## config.mk

```make
export PLATFORM = sky130hd
export DESIGN_NAME = maximal_free_rectangle
export DESIGN_NICKNAME = d
export VERILOG_FILES = /design/src/design/mfr_pkg.sv /design/src/design/mfr_ram.sv /design/src/design/maximal_free_rectangle.sv
export SDC_FILE = /design/constraint.sdc
export NUM_CORES = 2
export LEC_CHECK = 0
export ABC_AREA = 1
export ABC_CLOCK_PERIOD_IN_PS = 9400
export BUFFER_PORTS_ARGS = -buffer_cell sky130_fd_sc_hd__buf_2
export CAP_MARGIN = 15
export CORE_UTILIZATION = 30
export DETAILED_ROUTE_END_ITERATION = 7
export PLACE_DENSITY = 0.51
export SLEW_MARGIN = 20
export SYNTH_ARGS = -nofsm -noshare
export SYNTH_HDL_FRONTEND = slang
export SYNTH_SLANG_ARGS = --single-unit
```

## constraint.sdc

```tcl
create_clock -name clk -period 9.4 [get_ports clk]
set_input_delay 0.94 -clock clk [delete_from_list [all_inputs] [get_ports clk]]
set_output_delay 0.94 -clock clk [all_outputs]
set_load 0.05 [all_outputs]
```

## src/design/mfr_pkg.sv

```systemverilog
// Package for the maximal free rectangle block: sizes, the sequencer state
// type, register indexes and the stack entry layout. No dependencies.
`timescale 1ns / 1ps

package mfr_pkg;

  // Grid limits
  localparam int MAX_ROWS = 64;
  localparam int MAX_COLS = 64;

  // Field widths
  localparam int CFG_W     = 7;                         // grid_rows / grid_cols
  localparam int CFG_IDX_W = 1;                         // two registers
  localparam int COL_W     = $clog2(MAX_COLS);          // column index
  localparam int ROW_W     = $clog2(MAX_ROWS);          // row index
  localparam int HGT_W     = $clog2(MAX_ROWS + 1);      // run height 0..MAX_ROWS
  localparam int EDGE_W    = $clog2(MAX_COLS + 1);      // rectangle edge 0..MAX_COLS
  localparam int PROD_W    = HGT_W + EDGE_W;            // height times width
  localparam int AREA_W    = 13;
  localparam int DEPTH_W   = $clog2(MAX_COLS + 2);      // stack fill 0..MAX_COLS

  localparam logic [AREA_W-1:0] AREA_MAX = '1;

  // Register indexes
  localparam logic [CFG_IDX_W-1:0] REG_GRID_ROWS = 1'b0;
  localparam logic [CFG_IDX_W-1:0] REG_GRID_COLS = 1'b1;

  // One stack entry: column and its run height (heights do not change
  // while a column sits on the stack, so the height travels with it)
  typedef struct packed {
    logic [COL_W-1:0] col;
    logic [HGT_W-1:0] hgt;
  } stk_entry_t;

  localparam int STK_W = $bits(stk_entry_t);

  // Sequencer states
  typedef enum logic [2:0] {
    ST_IDLE,
    ST_HREAD,
    ST_POP_CHECK,
    ST_POP_LOAD,
    ST_PUSH,
    ST_ROW_END
  } state_t;

endpackage

```

## src/design/mfr_ram.sv

```systemverilog
// Generic single-write, single-read RAM with registered read data.
// Used for the column heights and the column stack; no dependencies.
`timescale 1ns / 1ps

module mfr_ram #(
  parameter int WIDTH = 8,
  parameter int DEPTH = 64
) (
  input  logic                     clk,
  input  logic                     we,
  input  logic [$clog2(DEPTH)-1:0] waddr,
  input  logic [WIDTH-1:0]         wdata,
  input  logic [$clog2(DEPTH)-1:0] raddr,
  output logic [WIDTH-1:0]         rdata
);

  logic [WIDTH-1:0] mem [DEPTH];

  // Write port
  always_ff @(posedge clk) begin
    if (we) begin
      mem[waddr] <= wdata;
    end
  end

  // Registered read port
  always_ff @(posedge clk) begin
    rdata <= mem[raddr];
  end

endmodule

```

## src/design/maximal_free_rectangle.sv

```systemverilog
// Maximal free rectangle: column run heights and a monotonic column stack (mfr_pkg, mfr_ram),
// one cell per transfer, area result after the final cell. Busy stays high through a cell's
// height read, pops and push; a row end adds the stack flush, each pop being a stack RAM read
// then one multiply on the shared unit. A new cell is taken only when busy is low; the result
// strobe follows the row end state in the next cycle, and the receiver cannot stall.
// Reset (rst_n low, synchronous) clears heights, stack and best area; dimensions go to 64.
`timescale 1ns / 1ps

module maximal_free_rectangle (
  input  logic                          clk,
  input  logic                          rst_n,
  // command channel
  input  logic                          start,
  output logic                          busy,
  input  logic                          in_blocked,
  // result channel
  output logic                          out_valid,
  output logic [mfr_pkg::AREA_W-1:0]    out_max_area,
  // configuration
  input  logic                          cfg_we,
  input  logic [mfr_pkg::CFG_IDX_W-1:0] cfg_index,
  input  logic [mfr_pkg::CFG_W-1:0]     cfg_wdata
);

  localparam int COL_W   = mfr_pkg::COL_W;
  localparam int ROW_W   = mfr_pkg::ROW_W;
  localparam int HGT_W   = mfr_pkg::HGT_W;
  localparam int EDGE_W  = mfr_pkg::EDGE_W;
  localparam int PROD_W  = mfr_pkg::PROD_W;
  localparam int AREA_W  = mfr_pkg::AREA_W;
  localparam int DEPTH_W = mfr_pkg::DEPTH_W;
  localparam int CFG_W   = mfr_pkg::CFG_W;

  // ---------------------------------------------------------------------
  // Registers
  mfr_pkg::state_t           state_r, state_nxt;
  logic                      blocked_r;
  logic [COL_W-1:0]          col_r, col_nxt;
  logic [ROW_W-1:0]          row_r, row_nxt;
  logic [DEPTH_W-1:0]        depth_r, depth_nxt;
  mfr_pkg::stk_entry_t       top_r, top_nxt;
  logic [HGT_W-1:0]          thr_r, thr_nxt;         // pop threshold
  logic [EDGE_W-1:0]         right_r, right_nxt;     // exclusive right edge
  logic                      flush_r, flush_nxt;     // popping for row end
  logic [HGT_W-1:0]          popped_r, popped_nxt;
  logic [PROD_W-1:0]         prod_r, prod_nxt;
  logic                      prod_v_r, prod_v_nxt;
  logic [AREA_W-1:0]         best_r, best_nxt;
  logic [mfr_pkg::MAX_COLS-1:0] hvalid_r, hvalid_nxt;
  logic [CFG_W-1:0]          rows_r, cols_r;
  logic                      out_valid_r, out_valid_nxt;
  logic [AREA_W-1:0]         out_area_r, out_area_nxt;

  // RAM ports
  logic                      h_we;
  logic [HGT_W-1:0]          h_wdata, h_rdata;
  logic                      s_we;
  logic [COL_W-1:0]          s_waddr, s_raddr;
  mfr_pkg::stk_entry_t       s_wdata, s_rdata;
  logic [mfr_pkg::STK_W-1:0] s_rdata_raw;

  // Helpers
  logic [CFG_W-1:0]          rows_eff, cols_eff;
  logic [HGT_W-1:0]          old_h, new_h;
  logic [EDGE_W-1:0]         left_edge, width;
  logic [AREA_W-1:0]         prod_sat;
  logic                      accept;

  assign accept = start && (state_r == mfr_pkg::ST_IDLE);
  assign busy   = (state_r != mfr_pkg::ST_IDLE);

  // Column run heights
  mfr_ram #(.WIDTH(HGT_W), .DEPTH(mfr_pkg::MAX_COLS)) u_height (
    .clk   (clk),
    .we    (h_we),
    .waddr (col_r),
    .wdata (h_wdata),
    .raddr (col_r),
    .rdata (h_rdata)
  );

  // Column stack below and including the top
  mfr_ram #(.WIDTH(mfr_pkg::STK_W), .DEPTH(mfr_pkg::MAX_COLS)) u_stack (
    .clk   (clk),
    .we    (s_we),
    .waddr (s_waddr),
    .wdata (s_wdata),
    .raddr (s_raddr),
    .rdata (s_rdata_raw)
  );
  assign s_rdata = mfr_pkg::stk_entry_t'(s_rdata_raw);

  // Dimensions clamped to 1..MAX
  always_comb begin
    if (rows_r == '0) begin
      rows_eff = CFG_W'(1);
    end else if (rows_r > CFG_W'(mfr_pkg::MAX_ROWS)) begin
      rows_eff = CFG_W'(mfr_pkg::MAX_ROWS);
    end else begin
      rows_eff = rows_r;
    end
    if (cols_r == '0) begin
      cols_eff = CFG_W'(1);
    end else if (cols_r > CFG_W'(mfr_pkg::MAX_COLS)) begin
      cols_eff = CFG_W'(mfr_pkg::MAX_COLS);
    end else begin
      cols_eff = cols_r;
    end
  end

  // New run height of the current column
  assign old_h = hvalid_r[col_r] ? h_rdata : '0;
  always_comb begin
    if (blocked_r) begin
      new_h = '0;
    end else if (old_h < HGT_W'(mfr_pkg::MAX_ROWS)) begin
      new_h = old_h + HGT_W'(1);
    end else begin
      new_h = old_h;
    end
  end

  // Left edge from the entry now on top after a pop, and rectangle width
  assign left_edge = (depth_r != '0) ? EDGE_W'(s_rdata.col) + EDGE_W'(1) : '0;
  assign width     = right_r - left_edge;

  // Saturated area of the registered product
  assign prod_sat = (prod_r > PROD_W'(mfr_pkg::AREA_MAX)) ? mfr_pkg::AREA_MAX
                                                          : AREA_W'(prod_r);

  // State register
  always_ff @(posedge clk) begin
    if (!rst_n) begin
      state_r <= mfr_pkg::ST_IDLE;
    end else begin
      state_r <= state_nxt;
    end
  end

  // Control registers
  always_ff @(posedge clk) begin
    if (!rst_n) begin
      col_r       <= '0;
      row_r       <= '0;
      depth_r     <= '0;
      prod_v_r    <= 1'b0;
      best_r      <= '0;
      hvalid_r    <= '0;
      out_valid_r <= 1'b0;
    end else begin
      col_r       <= col_nxt;
      row_r       <= row_nxt;
      depth_r     <= depth_nxt;
      prod_v_r    <= prod_v_nxt;
      best_r      <= best_nxt;
      hvalid_r    <= hvalid_nxt;
      out_valid_r <= out_valid_nxt;
    end
  end

  // Payload registers
  always_ff @(posedge clk) begin
    if (accept) begin
      blocked_r <= in_blocked;
    end
    top_r      <= top_nxt;
    thr_r      <= thr_nxt;
    right_r    <= right_nxt;
    flush_r    <= flush_nxt;
    popped_r   <= popped_nxt;
    prod_r     <= prod_nxt;
    out_area_r <= out_area_nxt;
  end

  // Configuration registers
  always_ff @(posedge clk) begin
    if (!rst_n) begin
      rows_r <= CFG_W'(mfr_pkg::MAX_ROWS);
      cols_r <= CFG_W'(mfr_pkg::MAX_COLS);
    end else if (cfg_we) begin
      case (cfg_index)
        mfr_pkg::REG_GRID_ROWS: rows_r <= cfg_wdata;
        mfr_pkg::REG_GRID_COLS: cols_r <= cfg_wdata;
        default: ;
      endcase
    end
  end

  // Sequencer: next state and datapath control
  always_comb begin
    state_nxt     = state_r;
    col_nxt       = col_r;
    row_nxt       = row_r;
    depth_nxt     = depth_r;
    top_nxt       = top_r;
    thr_nxt       = thr_r;
    right_nxt     = right_r;
    flush_nxt     = flush_r;
    popped_nxt    = popped_r;
    prod_nxt      = prod_r;
    prod_v_nxt    = 1'b0;
    best_nxt      = best_r;
    hvalid_nxt    = hvalid_r;
    out_valid_nxt = 1'b0;
    out_area_nxt  = out_area_r;
    h_we          = 1'b0;
    h_wdata       = new_h;
    s_we          = 1'b0;
    s_waddr       = depth_r[COL_W-1:0];
    s_wdata       = top_r;
    s_raddr       = COL_W'(depth_r - DEPTH_W'(2));

    // Fold in the product from the previous pop
    if (prod_v_r && (prod_sat > best_r)) begin
      best_nxt = prod_sat;
    end

    case (state_r)
      mfr_pkg::ST_IDLE: begin
        // height RAM is read at col_r this cycle
        if (accept) begin
          state_nxt = mfr_pkg::ST_HREAD;
        end
      end

      mfr_pkg::ST_HREAD: begin
        h_we               = 1'b1;
        hvalid_nxt[col_r]  = 1'b1;
        thr_nxt            = new_h;
        right_nxt          = EDGE_W'(col_r);
        flush_nxt          = 1'b0;
        top_nxt            = top_r;
        state_nxt          = mfr_pkg::ST_POP_CHECK;
      end

      mfr_pkg::ST_POP_CHECK: begin
        if ((depth_r != '0) && (top_r.hgt > thr_r)) begin
          // pop: new top is read from the stack RAM at depth-2
          popped_nxt = top_r.hgt;
          depth_nxt  = depth_r - DEPTH_W'(1);
          state_nxt  = mfr_pkg::ST_POP_LOAD;
        end else if (flush_r) begin
          state_nxt  = mfr_pkg::ST_ROW_END;
        end else begin
          state_nxt  = mfr_pkg::ST_PUSH;
        end
      end

      mfr_pkg::ST_POP_LOAD: begin
        if (depth_r != '0) begin
          top_nxt = s_rdata;
        end
        prod_nxt   = PROD_W'(popped_r) * PROD_W'(width);
        prod_v_nxt = 1'b1;
        state_nxt  = mfr_pkg::ST_POP_CHECK;
      end

      mfr_pkg::ST_PUSH: begin
        s_we        = 1'b1;
        s_wdata.col = col_r;
        s_wdata.hgt = thr_r;
        top_nxt     = s_wdata;
        depth_nxt   = depth_r + DEPTH_W'(1);
        if (CFG_W'(col_r) + CFG_W'(1) >= cols_eff) begin
          // row end: flush every column of nonzero height against threshold zero
          thr_nxt   = '0;
          right_nxt = EDGE_W'(col_r) + EDGE_W'(1);
          flush_nxt = 1'b1;
          state_nxt = mfr_pkg::ST_POP_CHECK;
        end else begin
          col_nxt   = col_r + COL_W'(1);
          state_nxt = mfr_pkg::ST_IDLE;
        end
      end

      mfr_pkg::ST_ROW_END: begin
        depth_nxt = '0;
        col_nxt   = '0;
        if (CFG_W'(row_r) + CFG_W'(1) >= rows_eff) begin
          // grid end: emit best area and clear the grid state
          out_valid_nxt = 1'b1;
          out_area_nxt  = best_r;
          best_nxt      = '0;
          hvalid_nxt    = '0;
          row_nxt       = '0;
        end else begin
          row_nxt = row_r + ROW_W'(1);
        end
        state_nxt = mfr_pkg::ST_IDLE;
      end

      default: begin
        state_nxt = mfr_pkg::ST_IDLE;
      end
    endcase
  end

  assign out_valid    = out_valid_r;
  assign out_max_area = out_area_r;

`ifndef ASSERT_OFF
  // A result only follows a row end
  a_out_after_row_end: assert property (@(posedge clk) disable iff (!rst_n)
    out_valid |-> $past(state_r) == mfr_pkg::ST_ROW_END)
    else $error("result without a row end");

  // A pending product is always folded in before the sequencer goes idle
  a_no_prod_at_idle: assert property (@(posedge clk) disable iff (!rst_n)
    (state_r == mfr_pkg::ST_IDLE) |-> !prod_v_r)
    else $error("product pending while idle");

  // Stack never holds more columns than a row has
  a_depth_bound: assert property (@(posedge clk) disable iff (!rst_n)
    depth_r <= DEPTH_W'(mfr_pkg::MAX_COLS))
    else $error("stack overflow");

  // The stack is empty whenever a new row begins
  a_stack_empty_row_start: assert property (@(posedge clk) disable iff (!rst_n)
    (accept && (col_r == '0)) |-> (depth_r == '0))
    else $error("stack not empty at row start");
`endif

endmodule
```

# Word-level counts from Yosys, hierarchy flattened
# Memory sizes are Yosys's and may differ from the RTL's. A register that Yosys moved wholly into a read port is not among the register bits.
# Cells that the tools add are included.
dict set report classes {
  n_eq_ne 11
  bitwise_logic 2
  n_reduce_logical 25
  magnitude_cmp 10
  div 0
  mux 45
  n_shift 0
  n_addsub 10
  multipliers 1
}
# cell count
set ops {}
lappend ops {{$pmux W64 S2} 1}
lappend ops {{$mux W13} 6}
lappend ops {{$mux W7} 11}
lappend ops {{$mux W64} 1}
lappend ops {{$or A64 B64 Y64} 1}
lappend ops {{$pmux W7 S2} 2}
lappend ops {{$pmux W13 S2} 1}
lappend ops {{$add A6 B1 Y7 const B} 3}
lappend ops {{$pmux W7 S3} 1}
lappend ops {{$reduce_and A2 Y1} 10}
lappend ops {{$add A7 B1 Y7 const B} 2}
lappend ops {{$ge A7 B7 Y1} 2}
lappend ops {{$gt A14 B13 Y1 const B} 1}
lappend ops {{$gt A7 B7 Y1 const B} 2}
lappend ops {{$logic_not A7 Y1} 2}
lappend ops {{$mul A7 B7 Y14} 1}
lappend ops {{$gt A13 B13 Y1} 1}
lappend ops {{$add A6 B1 Y6 const B} 2}
lappend ops {{$mux W1} 12}
lappend ops {{$mux W6} 2}
lappend ops {{$ne A2 B2 Y1 const B} 6}
lappend ops {{$pmux W3 S4} 1}
lappend ops {{$pmux W6 S2} 1}
lappend ops {{$reduce_bool A2 Y1} 4}
lappend ops {{other kinds (21)} 28}
dict set report word_totals {
  regBits 178
  rom_bits 0
  mem_count 2
  ramBits 1280
  latchBits 0
}
# memory words word_bits read_ports rd_clocked_by_memory_dff write_ports line
set memory_table {}
lappend memory_table {u_stack.mem 64 13 1 1 1 mfr_ram.sv:17} ;# logic [WIDTH-1:0] mem [DEPTH];
lappend memory_table {u_height.mem 64 7 1 1 1 mfr_ram.sv:17}

# Depth between registers and ports, before layout
dict set report depth {
  depth_word 7
  mapped_depth 31
  mapped_depth_nobuf 30
}

# Hierarchy
# A second synthesis with hierarchy kept.
dict set report unflattened {
  cells_unflattened 5845
  hier_area_um2 63275.7
}
# module area_per_inst_um2 n_inst seq_area_each_um2 cells_per_inst
set modules_own_cells {}
lappend modules_own_cells {{mfr_ram at u_stack} 34021.4 1 25244.2 2874}
lappend modules_own_cells {{mfr_ram at u_height} 18545.3 1 13593.0 1590}
lappend modules_own_cells {maximal_free_rectangle 10709.0 1 4194.0 1381}

# Least setup slack after synthesis
# OpenSTA, ideal clock, no wires.
dict set report synth_timing {
  kind {reg-to-reg}
  start {register depth_r[4]}
  end {register prod_r[13] (data pin)}
  t_arrival_ns 5.631
  setup_slack_ns 3.508
  stages_incl_launch_ff 31
  required_time_ns 9.139
  synth_period_minus_slack_ns 5.892
  cell_sequence {dfxtp_1 clkbuf_2 nor2_1 nand3_1 nor2_2 nor2_1 ha_1 fa_1 inv_1 a31oi_1 or2_2 nand2_1 a21oi_1 xnor2_1 nand2_1 fa_1 fa_1 inv_1 fa_1 inv_1 fa_1 inv_1 ha_1 a21oi_1 o21ai_0 a21oi_1 o21ai_0 a21oi_1 nor2_1 nor2_1 xor2_1}
}
dict set report synth_via {
  elab_chain_cells 4
}
# element line
set synth_rtl {}
lappend synth_rtl {{start, declared} maximal_free_rectangle.sv:40} ;# logic [DEPTH_W-1:0] depth_r, depth_nxt;
lappend synth_rtl {{start signal, assigned} maximal_free_rectangle.sv:153} ;# depth_r <= depth_nxt;
lappend synth_rtl {{$reduce_bool A7 Y1} maximal_free_rectangle.sv:124} ;# assign left_edge = (depth_r != '0) ? EDGE_W'(s_rdata.col) + EDGE_W'(1) : '0;
lappend synth_rtl {{$mux W7} maximal_free_rectangle.sv:124}
lappend synth_rtl {{$sub A7 B7 Y7} maximal_free_rectangle.sv:125} ;# assign width = right_r - left_edge;
lappend synth_rtl {{$mul A7 B7 Y14} maximal_free_rectangle.sv:253} ;# prod_nxt = PROD_W'(popped_r) * PROD_W'(width);
lappend synth_rtl {{end signal, assigned} maximal_free_rectangle.sv:171} ;# prod_r <= prod_nxt;
lappend synth_rtl {{end, declared} maximal_free_rectangle.sv:46} ;# logic [PROD_W-1:0] prod_r, prod_nxt;
# Every way passes these cells.
# A chain may end at the register's enable or synchronous reset.

# Final worst setup path
dict set report layout_timing {
  start {register depth_r[0]}
  end {register prod_r[13] (data pin)}
}
# The elaborated chain is that of the path after synthesis.

==> reports/qor.yml <==
timing:
  final.setup_skew_ps: 63.68
  fin_tns_setup_ps: 0
  setup_viol: 0
  fmax_mhz: 139.3
  rsz0062_at_grt: "no"
  max_slew.worst_pin.slew_ps: 1088
  drv_slew: 0
  final_hold_viol_count: 0
  period_share_pct: 76.38
  min_period_ps: 7180
  max-slew-margin-rel_pct: 26.57
global_routing:
  grt_usage_pct: 16.43
  grt_pass1_vias: 37470
  gr-total-overflow: 0
  grt_max_degree: 172
  antenna_found_initial: 6
  grt_pass1_wl_um: 251300
layout:
  final_common_cell: "edfxtp_1"
  syn_to_final_growth_pct: 14.22
  nets: 5103
  seq_area_mm2: 0.04304
  fin_cells: 7770
  drive_above_1_share_pct: 8.634
  multiInputGateArea_mm2: 0.01526
  layout_common_cells: "1343 x edfxtp_1, 841 x nor2_1, 572 x nand2_1"
  nFillCells: 19550
clocking:
  cts-hold-fix-buffers: 0
  clockBufferDepth: 3
  htreeDepth: 4
  tritoncts: "done"
  clock-sinks: 1478
  cts_buffers: 158
  cts.root.buffer_cell: "clkbuf_16"
  cts_resized: 0
  clock_latency_ps: 830
  clkTransAtPathRegs_ps: 60
  post_cts_buffers: 0
place:
  gp_congestion: 0.8199
  dp_hpwl_um: 96650
  placedCellCount: 7474
  port-buffer-count: 27
pwr:
  total_power_mw: 20.46
  pwr-share-comb_pct: 31.4
  switchingPower_mw: 7.066
  p_leak_nw: 23.29
  p_per_area_mw_per_mm2: 297.3
  seqPwrFrac_pct: 38.6
  swShare_pct: 34.53
  p_clk_share_pct: 30.1
  internal_power_mw: 13.40
  peakVddDrop_uv: 501.3
floorplanning:
  fp.dieH_um: 450.2
  die_x_um: 450.2
  dieArea_mm2: 0.2026
  pin_count: 28
  rows: 164
  fp.coreArea_mm2: 0.1997
  start_util_pct: 30.18
yosys:
  synth-async-reset-ratio_pct: 0
  ys_seq_elements: 1478
  synth_top_family_by_area: "compound AO/OA/AOI/OAI gates"
  synthesis.area_mm2: 0.06025
  synthMuxAreaShare_pct: 0
  yosys.area_share.simple_pct: 11.00
  synth_xor_area_share_pct: 0.3779
  synth_edf_count: 1343
  synth-adder-area-share_pct: 2.650
  synthFlopType: "edfxtp_1"
  synth_cells: 4935
  ys_warn_count: 0
  yosysSeqAreaShare_pct: 71.42
  syn_avg_cell_area_um2: 12.21
  synthesis.nets: 5060
  synth_compound_area_share_pct: 11.08
  synth.distinct_cells: 55
route:
  vias: 39120
  finalWirelength_um: 170600
  drtIter0Drc: 3687
  drt_first_pass_iters: 8
  drc: 0
  wl_per_cell_um: 21.95
  routed_via_density: 5.035
  postRouteAntennaNets: 0
run:
  max-cap-violations: 0
worst_setup_path:
  path_class: "reg2reg"
  slowest_stage: "inv_8"
  reg2reg_depth: 29
  cp.required_ps: 9950
  critPathMaxFanout: 111
  cp_slowest_stage_delay_ps: 530
  cp-start-kind: "flip-flop"
  arrival_ps: 7730
  crit_path_end_kind: "flip-flop"
  path_common_cell: "fa_1"
min_path:
  hold_path_depth: 3
  hold_path_class: "in2reg"
status:
  outcome: "completed"
==> synthesized netlist by cell type (all sizes together), types with 18 or more instances <==
library cell	count	share of area, %
edfxtp	1343	67
nor2	857	5.4
nand2	588	3.7
o21ai	576	4.8
inv	253	1.6
o22ai	221	2.3
clkbuf	181	1.1
dfxtp	135	4.5
nand3	120	1.0
a21oi	114	0.95
buf	87	0.73
ha	86	1.8
a22oi	63	0.78
a221oi	52	0.76
nand4	49	0.51
fa	26	0.86
o221ai	26	0.38
xor2	19	0.28
or2	18	0.19
==> kinds of logic after synthesis <==
| kind of cell | count (synthesis) |
|---|---|
| and+or+nand+nor | 1654 |
| DFF | 1478 |
| AOI/OAI and AO/OA | 1137 |
| buffers and inverters | 528 |
| adders and majority gates | 112 |
| xor gates and xnor gates | 26 |
==> power groups by stage <==
| stage | Clock (mW) | Sequential, mW | Combinational (mW) |
|---|---|---|---|
| after detailed placement | 0 | 8.03 | 6.42 |
| final | 6.15 | 7.89 | 6.42 |
| after floorplan | 0 | 7.98 | 4.49 |
| after global placement | 0 | 8.03 | 6.38 |
| after global routing | 6.49 | 7.91 | 7.19 |
| after CTS | 6.27 | 7.89 | 6.47 |
==> registers in the layout, indices dropped and copies added (netlist names), 13 cells and up <==
signal and flops:
u_stack.mem 832, u_height.mem 448, hvalid_r 64, prod_r 14, best_r 13, out_max_area 13
top_r 13, u_stack.rdata 13
==> final cells by class <==
type / count / share of cell area, %
clock inverters: 88 / 1.383
inverters: 260 / 1.442
multi-input cells: 2929 / 22.17
clock buffers: 202 / 6.028
repair buffers: 151 / 1.585
well taps: 2656 / 4.829
flip-flops and latches: 1478 / 62.54
diodes: 6 / 0.02182
==> routing by layer <==
| metal | up-vias | routed length, µm | track usage, % |
|---|---|---|---|
| met1 | 19680 | 77110 | 23.10 |
| li1 | 17950 | - | - |
| met4 | 0 | 4035 | 4.778 |
| met3 | 242 | 10690 | 2.733 |
| met2 | 1254 | 78730 | 25.96 |
| met5 | - | 0 | 0 |
==> final timing paths <==
| kind | from | end | slack (ps) |
|---|---|---|---|
| max | depth_r[0] | prod_r[13] | 2220 |
| min | cfg_wdata[3] | rows_r[3] | 390 |
| max reg2reg | depth_r[0] | prod_r[13] | 2220 |
| min reg2reg | best_r[8] | out_max_area[8] | 410 |
==> critical path, delay by kind of cell, from the launching register on <==
| family | cells | cell delay, ps |
|---|---|---|
| XOR/XNOR | 2 | 450 |
| AND/OR/NAND/NOR | 8 | 1320 |
| buffers and inverters | 5 | 740 |
| AO/OA/AOI/OAI | 7 | 860 |
| adder cells (fa/ha/maj) | 7 | 2910 |
| flip-flops | 1 | 520 |
==> per-stage QoR <==
step | hold WS (ps) | cell area, µm² | setup WS (ps) | util [%]
2_1_floorplan | 408.2 | 60250 | 3508 | -
3_3_place_gp | 414.8 | 63700 | 2237 | 31.90
3_5_place_dp | 420.4 | 63710 | 2197 | 31.91
4_1_cts | 319.1 | 68810 | 2173 | 34.46
5_1_grt | 347.3 | 68820 | 1638 | 34.47
6_report | 385.4 | 68820 | 2220 | 34.47
No activity file was read; power rests on OpenSTA's default activity.
